## src/design/lru_key_value_cache_core_defines.svh

```systemverilog
// assertion macros shared by the cache core
`ifndef LRU_KEY_VALUE_CACHE_CORE_DEFINES_SVH
`define LRU_KEY_VALUE_CACHE_CORE_DEFINES_SVH

// same-cycle implication, checked outside reset
`define LKVC_ASSERT_NOW(label, cond, concl) \
	label: assert property (@(posedge clk) disable iff (!arst_n) (cond) |-> (concl)) \
		else $error("lkvc same-cycle check failed");

// next-cycle implication, checked outside reset
`define LKVC_ASSERT_NEXT(label, cond, concl) \
	label: assert property (@(posedge clk) disable iff (!arst_n) (cond) |=> (concl)) \
		else $error("lkvc next-cycle check failed");

`endif

```

## src/design/lkvc_pkg.sv

```systemverilog
// package: beat types, controller types and constants of the cache core
`default_nettype none
package lkvc_pkg;

	localparam int MAX_ENTRIES_DEF = 16;
	localparam int KEY_BITS_DEF    = 64;
	localparam int VALUE_BITS_DEF  = 32;

	localparam int          CAP_BITS  = 5;
	localparam logic [4:0]  CAP_RESET = 5'd16;
	localparam logic        REG_CAPACITY = 1'b0;

	localparam logic        OP_GET = 1'b0;
	localparam logic        OP_PUT = 1'b1;

	localparam logic [31:0] MISS_VALUE = 32'hFFFF_FFFF;

	typedef struct packed {
		logic               operation;
		logic [63:0]        lookup_key;
		logic signed [31:0] write_value;
	} req_beat_t;

	typedef struct packed {
		logic               key_found;
		logic signed [31:0] read_value;
		logic               entry_evicted;
	} rsp_beat_t;

	typedef enum logic [1:0] {
		ST_IDLE,
		ST_MATCH,
		ST_RESP
	} state_t;

	typedef struct packed {
		logic capture;
		logic execute;
		logic emit;
	} dp_cmd_t;

endpackage
`default_nettype wire

```

## src/design/lkvc_ctrl.sv

```systemverilog
// controller: sequences capture, match/update and result beats
`default_nettype none
module lkvc_ctrl (
	input  wire logic            clk,
	input  wire logic            arst_n,
	input  wire logic            req_valid,
	output logic                 req_stall,
	output logic                 rsp_valid,
	input  wire logic            rsp_stall,
	output lkvc_pkg::dp_cmd_t    cmd
);
	import lkvc_pkg::*;

	state_t state_q;
	state_t state_d;
	logic   rsp_valid_q;
	logic   can_emit;

	always_ff @(posedge clk or negedge arst_n) begin
		if (!arst_n) begin
			state_q     <= ST_IDLE;
			rsp_valid_q <= 1'b0;
		end else begin
			state_q <= state_d;
			if (cmd.emit) begin
				rsp_valid_q <= 1'b1;
			end else if (!rsp_stall) begin
				rsp_valid_q <= 1'b0;
			end
		end
	end

	assign can_emit  = !rsp_valid_q || !rsp_stall;
	assign rsp_valid = rsp_valid_q;

	always_comb begin
		state_d   = state_q;
		req_stall = 1'b1;
		cmd       = '0;
		unique case (state_q)
			ST_IDLE: begin
				req_stall = 1'b0;
				if (req_valid) begin
					cmd.capture = 1'b1;
					state_d     = ST_MATCH;
				end
			end
			ST_MATCH: begin
				cmd.execute = 1'b1;
				state_d     = ST_RESP;
			end
			ST_RESP: begin
				if (can_emit) begin
					cmd.emit  = 1'b1;
					req_stall = 1'b0;
					if (req_valid) begin
						cmd.capture = 1'b1;
						state_d     = ST_MATCH;
					end else begin
						state_d = ST_IDLE;
					end
				end
			end
			default: begin
				state_d = ST_IDLE;
			end
		endcase
	end

endmodule
`default_nettype wire

```

## src/design/lkvc_datapath.sv

```systemverilog
// datapath: key match lanes, recency ranks, value memory and result register
`default_nettype none
module lkvc_datapath #(
	parameter int MAX_ENTRIES = lkvc_pkg::MAX_ENTRIES_DEF,
	parameter int KEY_BITS    = lkvc_pkg::KEY_BITS_DEF,
	parameter int VALUE_BITS  = lkvc_pkg::VALUE_BITS_DEF
) (
	input  wire logic                 clk,
	input  wire logic                 arst_n,
	input  wire lkvc_pkg::dp_cmd_t    cmd,
	input  wire lkvc_pkg::req_beat_t  req,
	input  wire logic [4:0]           capacity,
	output lkvc_pkg::rsp_beat_t       rsp
);
	import lkvc_pkg::*;

	localparam int IW   = $clog2(MAX_ENTRIES);
	localparam int CW   = $clog2(MAX_ENTRIES + 1);
	localparam int CMPW = (CW > CAP_BITS) ? CW : CAP_BITS;

	// captured request
	logic                  op_q;
	logic [KEY_BITS-1:0]   key_q;
	logic [VALUE_BITS-1:0] wval_q;
	logic signed [63:0]    wval_wide;

	// entry state
	logic [KEY_BITS-1:0]   keys_q  [MAX_ENTRIES];
	logic                  valid_q [MAX_ENTRIES];
	logic [IW-1:0]         rank_q  [MAX_ENTRIES];
	logic [CW-1:0]         count_q;
	logic [VALUE_BITS-1:0] val_mem [MAX_ENTRIES];

	logic                  valid_d [MAX_ENTRIES];
	logic [IW-1:0]         rank_d  [MAX_ENTRIES];
	logic [CW-1:0]         count_d;

	// match results
	logic [MAX_ENTRIES-1:0] match;
	logic [MAX_ENTRIES-1:0] victim;
	logic [MAX_ENTRIES-1:0] free_lane;
	logic                   hit;
	logic [IW-1:0]          hit_idx;
	logic [IW-1:0]          hit_rank;
	logic [IW-1:0]          slot_idx;
	logic [IW-1:0]          oldest;
	logic [CMPW-1:0]        eff_cap;
	logic                   full;
	logic                   is_put;
	logic                   do_evict;
	logic                   do_insert;
	logic                   mem_wr;
	logic [IW-1:0]          mem_waddr;

	// carried to the result cycle
	logic                   found_q;
	logic                   evicted_q;
	logic                   get_q;
	logic [VALUE_BITS-1:0]  rdata_q;
	logic signed [VALUE_BITS-1:0] rdata_s;
	logic signed [63:0]     rdata_wide;
	rsp_beat_t              rsp_q;

	assign wval_wide = 64'(req.write_value);

	always_ff @(posedge clk) begin
		if (cmd.capture) begin
			op_q   <= req.operation;
			key_q  <= req.lookup_key[KEY_BITS-1:0];
			wval_q <= wval_wide[VALUE_BITS-1:0];
		end
	end

	always_comb begin
		hit_idx  = '0;
		slot_idx = '0;
		for (int i = MAX_ENTRIES - 1; i >= 0; i--) begin
			match[i]     = valid_q[i] && (keys_q[i] == key_q);
			if (match[i]) begin
				hit_idx = IW'(i);
			end
		end
		hit = |match;

		eff_cap = CMPW'(capacity);
		if (capacity == '0) begin
			eff_cap = CMPW'(1);
		end else if (CMPW'(capacity) > CMPW'(MAX_ENTRIES)) begin
			eff_cap = CMPW'(MAX_ENTRIES);
		end
		full      = CMPW'(count_q) >= eff_cap;
		oldest    = IW'(count_q - CW'(1));
		hit_rank  = rank_q[hit_idx];
		is_put    = (op_q == OP_PUT);
		do_evict  = is_put && !hit && full;
		do_insert = is_put && !hit;

		for (int i = MAX_ENTRIES - 1; i >= 0; i--) begin
			victim[i]    = valid_q[i] && (rank_q[i] == oldest);
			free_lane[i] = !valid_q[i] || (do_evict && victim[i]);
			if (free_lane[i]) begin
				slot_idx = IW'(i);
			end
		end

		count_d = count_q;
		for (int i = 0; i < MAX_ENTRIES; i++) begin
			valid_d[i] = valid_q[i];
			rank_d[i]  = rank_q[i];
			if (hit) begin
				if (IW'(i) == hit_idx) begin
					rank_d[i] = '0;
				end else if (valid_q[i] && (rank_q[i] < hit_rank)) begin
					rank_d[i] = rank_q[i] + IW'(1);
				end
			end else if (do_insert) begin
				if (IW'(i) == slot_idx) begin
					valid_d[i] = 1'b1;
					rank_d[i]  = '0;
				end else if (valid_q[i]) begin
					rank_d[i] = rank_q[i] + IW'(1);
				end
			end
		end
		if (do_insert && !do_evict) begin
			count_d = count_q + CW'(1);
		end

		mem_wr    = is_put;
		mem_waddr = hit ? hit_idx : slot_idx;
	end

	always_ff @(posedge clk or negedge arst_n) begin
		if (!arst_n) begin
			for (int i = 0; i < MAX_ENTRIES; i++) begin
				valid_q[i] <= 1'b0;
				rank_q[i]  <= '0;
			end
			count_q <= '0;
		end else if (cmd.execute) begin
			for (int i = 0; i < MAX_ENTRIES; i++) begin
				valid_q[i] <= valid_d[i];
				rank_q[i]  <= rank_d[i];
			end
			count_q <= count_d;
		end
	end

	always_ff @(posedge clk) begin
		if (cmd.execute && do_insert) begin
			keys_q[slot_idx] <= key_q;
		end
	end

	always_ff @(posedge clk) begin
		if (cmd.execute) begin
			if (mem_wr) begin
				val_mem[mem_waddr] <= wval_q;
			end
			rdata_q   <= val_mem[hit_idx];
			found_q   <= hit;
			evicted_q <= do_evict;
			get_q     <= !is_put;
		end
	end

	assign rdata_s    = rdata_q;
	assign rdata_wide = 64'(rdata_s);

	always_ff @(posedge clk) begin
		if (cmd.emit) begin
			rsp_q.key_found     <= found_q;
			rsp_q.entry_evicted <= evicted_q;
			if (!get_q) begin
				rsp_q.read_value <= '0;
			end else if (found_q) begin
				rsp_q.read_value <= rdata_wide[31:0];
			end else begin
				rsp_q.read_value <= MISS_VALUE;
			end
		end
	end

	assign rsp = rsp_q;

endmodule
`default_nettype wire

```

## src/design/lru_key_value_cache_core.sv

```systemverilog
// top level: fully associative key-value cache with least-recently-used replacement
`default_nettype none
// Each request beat (get or put) produces exactly one response beat. A match step
// compares the key against every entry in parallel, updates the recency ranks and reads
// the value memory (registered read port); a result step then loads the response
// register. A new request is taken in the same cycle its predecessor's result enters the
// response register, so its capture overlaps that result step; a stalled response side
// holds off new requests. No clearing pass follows reset; the cache is usable at once.
// capacity_in_use sits at byte address 0; 0 acts as 1, values above MAX_ENTRIES clamp to
// MAX_ENTRIES. Write it only while no item is in flight.
module lru_key_value_cache_core #(
	parameter int MAX_ENTRIES = lkvc_pkg::MAX_ENTRIES_DEF,
	parameter int KEY_BITS    = lkvc_pkg::KEY_BITS_DEF,
	parameter int VALUE_BITS  = lkvc_pkg::VALUE_BITS_DEF
) (
	input  wire logic                 clk,
	input  wire logic                 arst_n,
	input  wire logic                 req_valid,
	output logic                      req_stall,
	input  wire lkvc_pkg::req_beat_t  req,
	output logic                      rsp_valid,
	input  wire logic                 rsp_stall,
	output lkvc_pkg::rsp_beat_t       rsp,
	input  wire logic                 psel,
	input  wire logic                 penable,
	input  wire logic                 pwrite,
	input  wire logic [2:0]           paddr,
	input  wire logic [31:0]          pwdata,
	output logic [31:0]               prdata,
	output logic                      pready
);
	import lkvc_pkg::*;

	`include "lru_key_value_cache_core_defines.svh"

	logic [4:0] capacity_q;
	logic       cfg_wr;
	dp_cmd_t    cmd;

	assign pready = 1'b1;
	assign cfg_wr = psel && penable && pwrite && pready && (paddr[2] == REG_CAPACITY);

	always_ff @(posedge clk or negedge arst_n) begin
		if (!arst_n) begin
			capacity_q <= CAP_RESET;
		end else if (cfg_wr) begin
			capacity_q <= pwdata[4:0];
		end
	end

	assign prdata = (paddr[2] == REG_CAPACITY) ? 32'(capacity_q) : '0;

	lkvc_ctrl u_ctrl (
		.clk       (clk),
		.arst_n    (arst_n),
		.req_valid (req_valid),
		.req_stall (req_stall),
		.rsp_valid (rsp_valid),
		.rsp_stall (rsp_stall),
		.cmd       (cmd)
	);

	lkvc_datapath #(
		.MAX_ENTRIES (MAX_ENTRIES),
		.KEY_BITS    (KEY_BITS),
		.VALUE_BITS  (VALUE_BITS)
	) u_datapath (
		.clk      (clk),
		.arst_n   (arst_n),
		.cmd      (cmd),
		.req      (req),
		.capacity (capacity_q),
		.rsp      (rsp)
	);

	`LKVC_ASSERT_NEXT(a_accept_then_busy, req_valid && !req_stall, req_stall)
	`LKVC_ASSERT_NOW(a_evict_is_put, rsp_valid && rsp.entry_evicted, rsp.read_value == 32'sd0)
	`LKVC_ASSERT_NOW(a_evict_only_miss, rsp_valid && rsp.entry_evicted, !rsp.key_found)

endmodule
`default_nettype wire

```

## config.mk

```make
export PLATFORM = sky130hd
export DESIGN_NAME = lru_key_value_cache_core
export DESIGN_NICKNAME = d
export VERILOG_FILES = /design/src/design/lkvc_pkg.sv /design/src/design/lkvc_ctrl.sv /design/src/design/lkvc_datapath.sv /design/src/design/lru_key_value_cache_core.sv
export VERILOG_INCLUDE_DIRS = /design/src /design/src/design
export SDC_FILE = /design/constraint.sdc
export NUM_CORES = 2
export LEC_CHECK = 0
export BUFFER_PORTS_ARGS = -buffer_cell sky130_fd_sc_hd__clkbuf_2
export CAP_MARGIN = 0
export CORE_AREA = 4 4 374 376
export DETAILED_ROUTE_END_ITERATION = 12
export DIE_AREA = 0 0 378 380
export PLACE_DENSITY = 0.87
export REMOVE_ABC_BUFFERS = 1
export SLEW_MARGIN = 20
export SYNTH_ARGS = -nofsm -noshare
export SYNTH_HDL_FRONTEND = slang
export SYNTH_HIERARCHICAL = 1
export SYNTH_SLANG_ARGS = --single-unit
```

## constraint.sdc

```tcl
create_clock -name clk -period 15.2 [get_ports clk]
set_input_delay 0.76 -clock clk [delete_from_list [all_inputs] [get_ports clk]]
set_output_delay 0.76 -clock clk [all_outputs]
set_load 0.1 [all_outputs]
```

# Word level (Yosys, flattened, before mapping)
# Memories as Yosys holds them, arrays and structs flattened. A register that Yosys moved wholly into a read port is not among the register bits.
# Cells that the tools add are included.
# word_totals
ff_bits	227
ram_bits	1536
input_bits	139
out_inout_bits	69
wordCells	490
n_memories	2
# classes
add_sub_neg	18
n_lt_le_gt_ge	19
n_eq_ne	83
n_mux	155
n_bitwise	3
n_reduce_logical	165
# memory_table
name	depth	width	rd	rd_clocked_by_memory_dff	write_ports	line	source
u_datapath.keys_q	16	64	16	0	1	lkvc_datapath.sv:28	logic [KEY_BITS-1:0] keys_q [MAX_ENTRIES];
u_datapath.val_mem	16	32	1	1	1	lkvc_datapath.sv:32	logic [VALUE_BITS-1:0] val_mem [MAX_ENTRIES];
# op_table
op	count
equality test 64 bit	16
2-to-1 mux 4 bit	131
AND reduction 4 bit	32
logical AND 1 bit	71
adder 4 x 1 -> 4 bit (second input constant)	16
equality test 4 bit	16
equality test 4 bit (first input constant)	16
< comparator 4 bit	16
!= test 3 bit (second input constant)	16
nonzero test 3 bit	16
equality test 3 x 4 -> 1 bit (first input constant)	8
2-to-1 mux 32 bit	1
logical NOT 1 bit	21
logical OR 1 bit	17
binary-select mux 4 bit (select 4 bit)	1
equality test 2 x 4 -> 1 bit (first input constant)	4
OR reduction 16 bit	1
2-to-1 mux 5 bit	3
2-to-1 mux 1 bit	14
equality test 1 x 4 -> 1 bit (first input constant)	2
logical NOT 4 bit	2
case mux 2 bit (3 select lines)	1
adder 5 x 1 -> 5 bit (second input constant)	1
>= comparator 5 bit	1
other kinds (15)	20

# Logic depth before layout (Yosys ltp)
# An unclocked memory read counts as a cell.
# logic_depth
word_depth	29
depth_mapped	29
ltp_nobuf	23

# Modules after synthesis
# Netlist, hierarchy kept.
# by_module_without_submodules
module	instances	cells_per_inst	area_per_inst_um2	seq_area_each_um2
lkvc_datapath	1	5880	80875.1	53236.1
lru_key_value_cache_core	1	46	467.9	126.4
lkvc_ctrl	1	14	147.6	75.1

# Least setup slack after synthesis
# OpenSTA, ideal clock, no wires.
# synth_timing
path_kind	input-to-reg
startpoint	in rsp_stall
endpoint	reg u_datapath.op_q (netlist: u_datapath/is_put), enable pin
setup_ns	0.729
t_arrival_ns	8.553
required_time_ns	14.471
slack_ns	5.917
stages	1
path_buffers	0
cell_sequence	a311oi_1
# synth_via
elab_chain_len	4
# synth_lines
item	line	source
from (decl)	lru_key_value_cache_core.sv:22	input wire logic rsp_stall,
logical NOT 1 bit	--	
logical OR 1 bit	lkvc_ctrl.sv:33	assign can_emit = !rsp_valid_q || !rsp_stall;
2-to-1 mux 1 bit	lkvc_ctrl.sv:53	if (can_emit) begin
case mux 1 bit (2 select lines)	lkvc_ctrl.sv:40	unique case (state_q)
to (signal assigned)	lkvc_datapath.sv:68	op_q <= req.operation;
to (decl)	lkvc_datapath.sv:22	logic op_q;
# No other way between the ends.
# A chain may end at the register's enable or synchronous reset.

# Final worst setup path
# layout_timing
startpoint	reg u_datapath.key_q[50]
endpoint	reg u_datapath/rank_q[11] (netlist name)
# layout_via
elab_chain_len	28
elab_cells_between_ends	116
cone_classes	order compare: 1; eq/ne: 19; mux: 39; bitwise: 1; reduce/logical: 56
# layout_lines
item	line	source
from (decl)	lkvc_datapath.sv:23	logic [KEY_BITS-1:0] key_q;
from (signal assigned)	lkvc_datapath.sv:69	key_q <= req.lookup_key[KEY_BITS-1:0];
parallel branches: the longest is 28 deep, another holds equality test 64 bit	--	
to (signal, indexed assignment)	lkvc_datapath.sv:143	rank_q[i] <= rank_d[i];
to (decl)	lkvc_datapath.sv:30	logic [IW-1:0] rank_q [MAX_ENTRIES];
# Parallel ways; which one is timed is not known. The select of a mux whose other input is x is not followed.

==> insert_results.sql <==
INSERT INTO impl_metrics (metric_group, metric, value, unit) VALUES
('outcome', 'run_status', 'finished clean', ''),
('global_routing', 'global_route_wire_length_before_repair', '349.0', 'mm'),
('floorplan', 'die_width', '378', 'um'),
('synthesis', 'syn_area', '81490', 'sq um'),
('drt', 'drt.antenna.violating_nets', '0', ''),
('clock_network', 'cts.sink_count', '1795', ''),
('power', 'swShare', '27.96', '%'),
('synthesis', 'postSynthAreaPerCell', '13.72', 'sq um'),
('synthesis', 'synth_edf_count', '1702', ''),
('clock_network', 'cts_max_path_buffers', '3', ''),
('power', 'share_clk_of_total_power', '35.4', '%'),
('clock_network', 'clk_pin_slew_worst_paths', '60', 'ps'),
('global_routing', 'via_count_of_the_first_global_routing_pass', '54110', ''),
('drt', 'routed_vias_inst', '6.729', ''),
('final_layout', 'post-route-util', '65.97', '%'),
('drt', 'drcViolationCount', '0', ''),
('power', 'sequentialPowerShare', '49.5', '%'),
('floorplan', 'std_cell_rows', '136', ''),
('drt', 'dr_total_vias', '54690', ''),
('synthesis', 'yosys.area.top_type', 'sky130_fd_sc_hd__edfxtp_1', ''),
('place', 'gpl.final_weighted_congestion', '1.031', ''),
('synthesis', 'post_synth_num_cell_types', '110', ''),
('place', 'place.detailed.hpwl', '145.4', 'mm'),
('power', 'power.switching', '3.296', 'mW'),
('clock_network', 'h_tree_depth_reported_by_cts', '4', ''),
('sta', 'timing.clock.skew', '53.05', 'ps'),
('power', 'power.internal', '8.491', 'mW'),
('sta', 'worst_slew_margin_rel', '19.69', '%'),
('worst_hold_path', 'hp-class', 'input pin to async pin', ''),
('clock_network', 'clock-root-buffer', 'sky130_fd_sc_hd__clkbuf_16', ''),
('synthesis', 'synthesis.yosys.warnings', '6', ''),
('global_routing', 'gr-usage-all-layers', '32.99', '%'),
('sta', 'post-route-worst-setup-slack', '6140', 'ps'),
('final_layout', 'design_area', '90250', 'sq um'),
('floorplan', 'coreArea', '136800', 'sq um'),
('final_layout', 'nNetsFinal', '6396', ''),
('critical_path', 'critPathTopFamily', 'simple AND/OR/NAND/NOR gates', ''),
('floorplan', 'die_y', '380', 'um'),
('clock_network', 'cts_hold_buf', '0', ''),
('global_routing', 'grt_antenna_before_repair', '6', ''),
('place', 'place.port_buffers', '150', ''),
('power', 'total_power', '11.79', 'mW'),
('sta', 'finalSetupViolCount', '0', ''),
('critical_path', 'path_max_fanout', '34', ''),
('synthesis', 'synthFlopType', 'sky130_fd_sc_hd__edfxtp_1', ''),
('floorplan', 'starting_utilization_of_the_core_area', '59.56', '%'),
('drt', 'detailedRoute.firstPassIterationCount', '9', ''),
('sta', 'tightestPinTransition', '1205', 'ps'),
('power', 'ir_worst_vdd', '0.1470', 'mV'),
('floorplan', 'dieArea', '143600', 'sq um'),
('synthesis', 'synth.yosys.seq_area_share', '65.58', '%'),
('place', 'placed_cell_area', '84790', 'sq um'),
('critical_path', 'cp_slowest_stage_delay', '1020', 'ps'),
('synthesis', 'netlist_instances', '5940', ''),
('sta', 'rsz_0062_raised_after_global_routing', 'false', ''),
('power', 'leak_pwr', '30.46', 'nW'),
('final_layout', 'area_growth_syn_to_layout', '10.75', '%'),
('drt', 'routed_wl', '241.6', 'mm'),
('critical_path', 'crit_required', '15890', 'ps'),
('clock_network', 'cts_setup_buffers', '0', ''),
('final_layout', 'most_common_library_cell_in_the_layout_ignoring_fill_and_taps', 'sky130_fd_sc_hd__edfxtp_1', ''),
('power', 'comb_power_share', '15.2', '%'),
('synthesis', 'synth_top_cell_area_share', '62.72', '%'),
('critical_path', 'timing.critical_path.buf_inv', '1', ''),
('clock_network', 'cts-resized-gates', '0', ''),
('final_layout', 'final_cell_mix', 'sky130_fd_sc_hd__edfxtp_1 (1,702), sky130_fd_sc_hd__xnor2_1 (546), sky130_fd_sc_hd__nand2b_1 (342), sky130_fd_sc_hd__nand4_1 (301), sky130_fd_sc_hd__xor2_1 (295)', ''),
('critical_path', 'worst_setup_path_start_kind', 'register', ''),
('sta', 'max_freq', '110.4', 'MHz'),
('floorplan', 'io_pins', '208', ''),
('global_routing', 'grt-ovfl-total', '0', ''),
('clock_network', 'tritoncts', 'done', '');
[through the flow]
step | hold WS [ps] | cells
after floorplan | 400.3 | 5687
after global placement | 414.6 | 7806
after detailed placement | 412.6 | 7806
after CTS | 15.47 | 8123
after global routing | 52.48 | 8123
final | 38.67 | 8127
[worst reg2reg max path, cell delays in order (launching register included)]
cell and delay (ps):
sky130_fd_sc_hd__edfxtp_1 950, sky130_fd_sc_hd__buf_4 610, sky130_fd_sc_hd__xnor2_1 230, sky130_fd_sc_hd__nand4_1 100, sky130_fd_sc_hd__nor4_1 410, sky130_fd_sc_hd__nand3_1 480, sky130_fd_sc_hd__nor4_1 800, sky130_fd_sc_hd__nor3_1 250
sky130_fd_sc_hd__a211oi_4 700, sky130_fd_sc_hd__nor2b_4 1030, sky130_fd_sc_hd__nand2_1 150, sky130_fd_sc_hd__o211ai_1 160, sky130_fd_sc_hd__nand3_1 840, sky130_fd_sc_hd__ha_1 690, sky130_fd_sc_hd__o211ai_1 110, sky130_fd_sc_hd__a31oi_1 60
sky130_fd_sc_hd__o41a_1 400, sky130_fd_sc_hd__a311o_1 430, sky130_fd_sc_hd__or3_1 380, sky130_fd_sc_hd__a21oi_1 160
[final timing paths]
path | from | end | slack [ps] | depth (start not counted)
worst max-delay path | u_datapath/key_q[50]$_DFFE_PP_ | u_datapath/rank_q[11]$_DFFE_PN0P_ | 6140 | 19
worst min-delay path | arst_n | capacity_q[0]$_DFFE_PN0P_ | 40 | 1
worst max register to register | u_datapath/key_q[50]$_DFFE_PP_ | u_datapath/rank_q[11]$_DFFE_PN0P_ | 6140 | 19
worst min register to register | u_datapath/evicted_q$_DFFE_PP_ | u_datapath/rsp[0]$_DFFE_PP_ | 430 | 0
max in group asynchronous | arst_n | u_datapath/rank_q[5]$_DFFE_PN0P_ | 13990 | 2
min in group clk | req[37] | u_datapath/key_q[5]$_DFFE_PP_ | 110 | 1
[cell type report]
type                       count  area, sq um
timing repair buffer         325         2092
sequential                  1795        53440
clock buffer                 237         4766
inverter                     160        600.6
antenna                        4        10.01
multi-input combinational   3732        26420
tap                         1794         2245
clock inverter                80        683.2
fill                        9011        46560
[kinds of logic (layout without fill, tap and decap cells)]
group                      count (synthesis)  count (layout)  share of synthesized area [%]
AOI/OAI and AO/OA                        781             781                          6.352
xor gates and xnor gates                 846             846                          9.120
adders and majority gates                 71              71                          1.090
buffers and inverters                    439             802                          2.566
DFF                                     1795            1795                          65.58
muxes                                    221             221                          2.833
other                                      2              32                       0.009216
and+or+nand+nor                         1785            1785                          12.46
[power groups by stage]
stage / logic [mW] / registers [mW] / clock network (mW)
after floorplan: 0.914 / 6.02 / 0
after global placement: 1.66 / 5.91 / 0
after detailed placement: 1.71 / 5.92 / 0
after CTS: 1.73 / 5.82 / 4.19
after global routing: 1.86 / 5.84 / 4.41
final: 1.79 / 5.83 / 4.17
[cells in the mapped netlist (71+ instances only)]
library cell	instances
sky130_fd_sc_hd__mux2_2	77
sky130_fd_sc_hd__xnor2_1	548
sky130_fd_sc_hd__nand2b_1	342
sky130_fd_sc_hd__inv_1	153
sky130_fd_sc_hd__mux2i_1	144
sky130_fd_sc_hd__o21ai_0	216
sky130_fd_sc_hd__a21oi_1	161
sky130_fd_sc_hd__nand3_1	111
sky130_fd_sc_hd__edfxtp_1	1702
sky130_fd_sc_hd__buf_4	75
sky130_fd_sc_hd__nor2_1	186
sky130_fd_sc_hd__clkbuf_1	86
sky130_fd_sc_hd__nor2b_1	117
sky130_fd_sc_hd__nand4_1	301
sky130_fd_sc_hd__nor4_1	171
sky130_fd_sc_hd__nand2_1	287
sky130_fd_sc_hd__ha_1	71
sky130_fd_sc_hd__buf_2	92
sky130_fd_sc_hd__dfrtp_1	92
sky130_fd_sc_hd__xor2_1	295
[sequential cells by signal, indices dropped and copies added (netlist names), 2 cells and up]
name and flops:
u_datapath/wval_q 32, u_datapath/rsp 34, u_datapath/keys_q 1024, capacity_q 5, u_datapath/val_mem 512, u_ctrl/state_q 2, u_datapath/valid_q 16, u_datapath/rdata_q 32
u_datapath/key_q 64, u_datapath/count_q 5, u_datapath/rank_q 64
[per-layer routing]
layer | vias up | wire, um | global-route usage (%)
li1 | 22760 | - | -
met1 | 26530 | 82340 | 42.98
met2 | 4385 | 109300 | 51.08
met3 | 1017 | 32670 | 7.300
met4 | 4 | 17310 | 19.74
met5 | - | 23 | 0
Note: power is estimated with default switching activity, not from simulation.
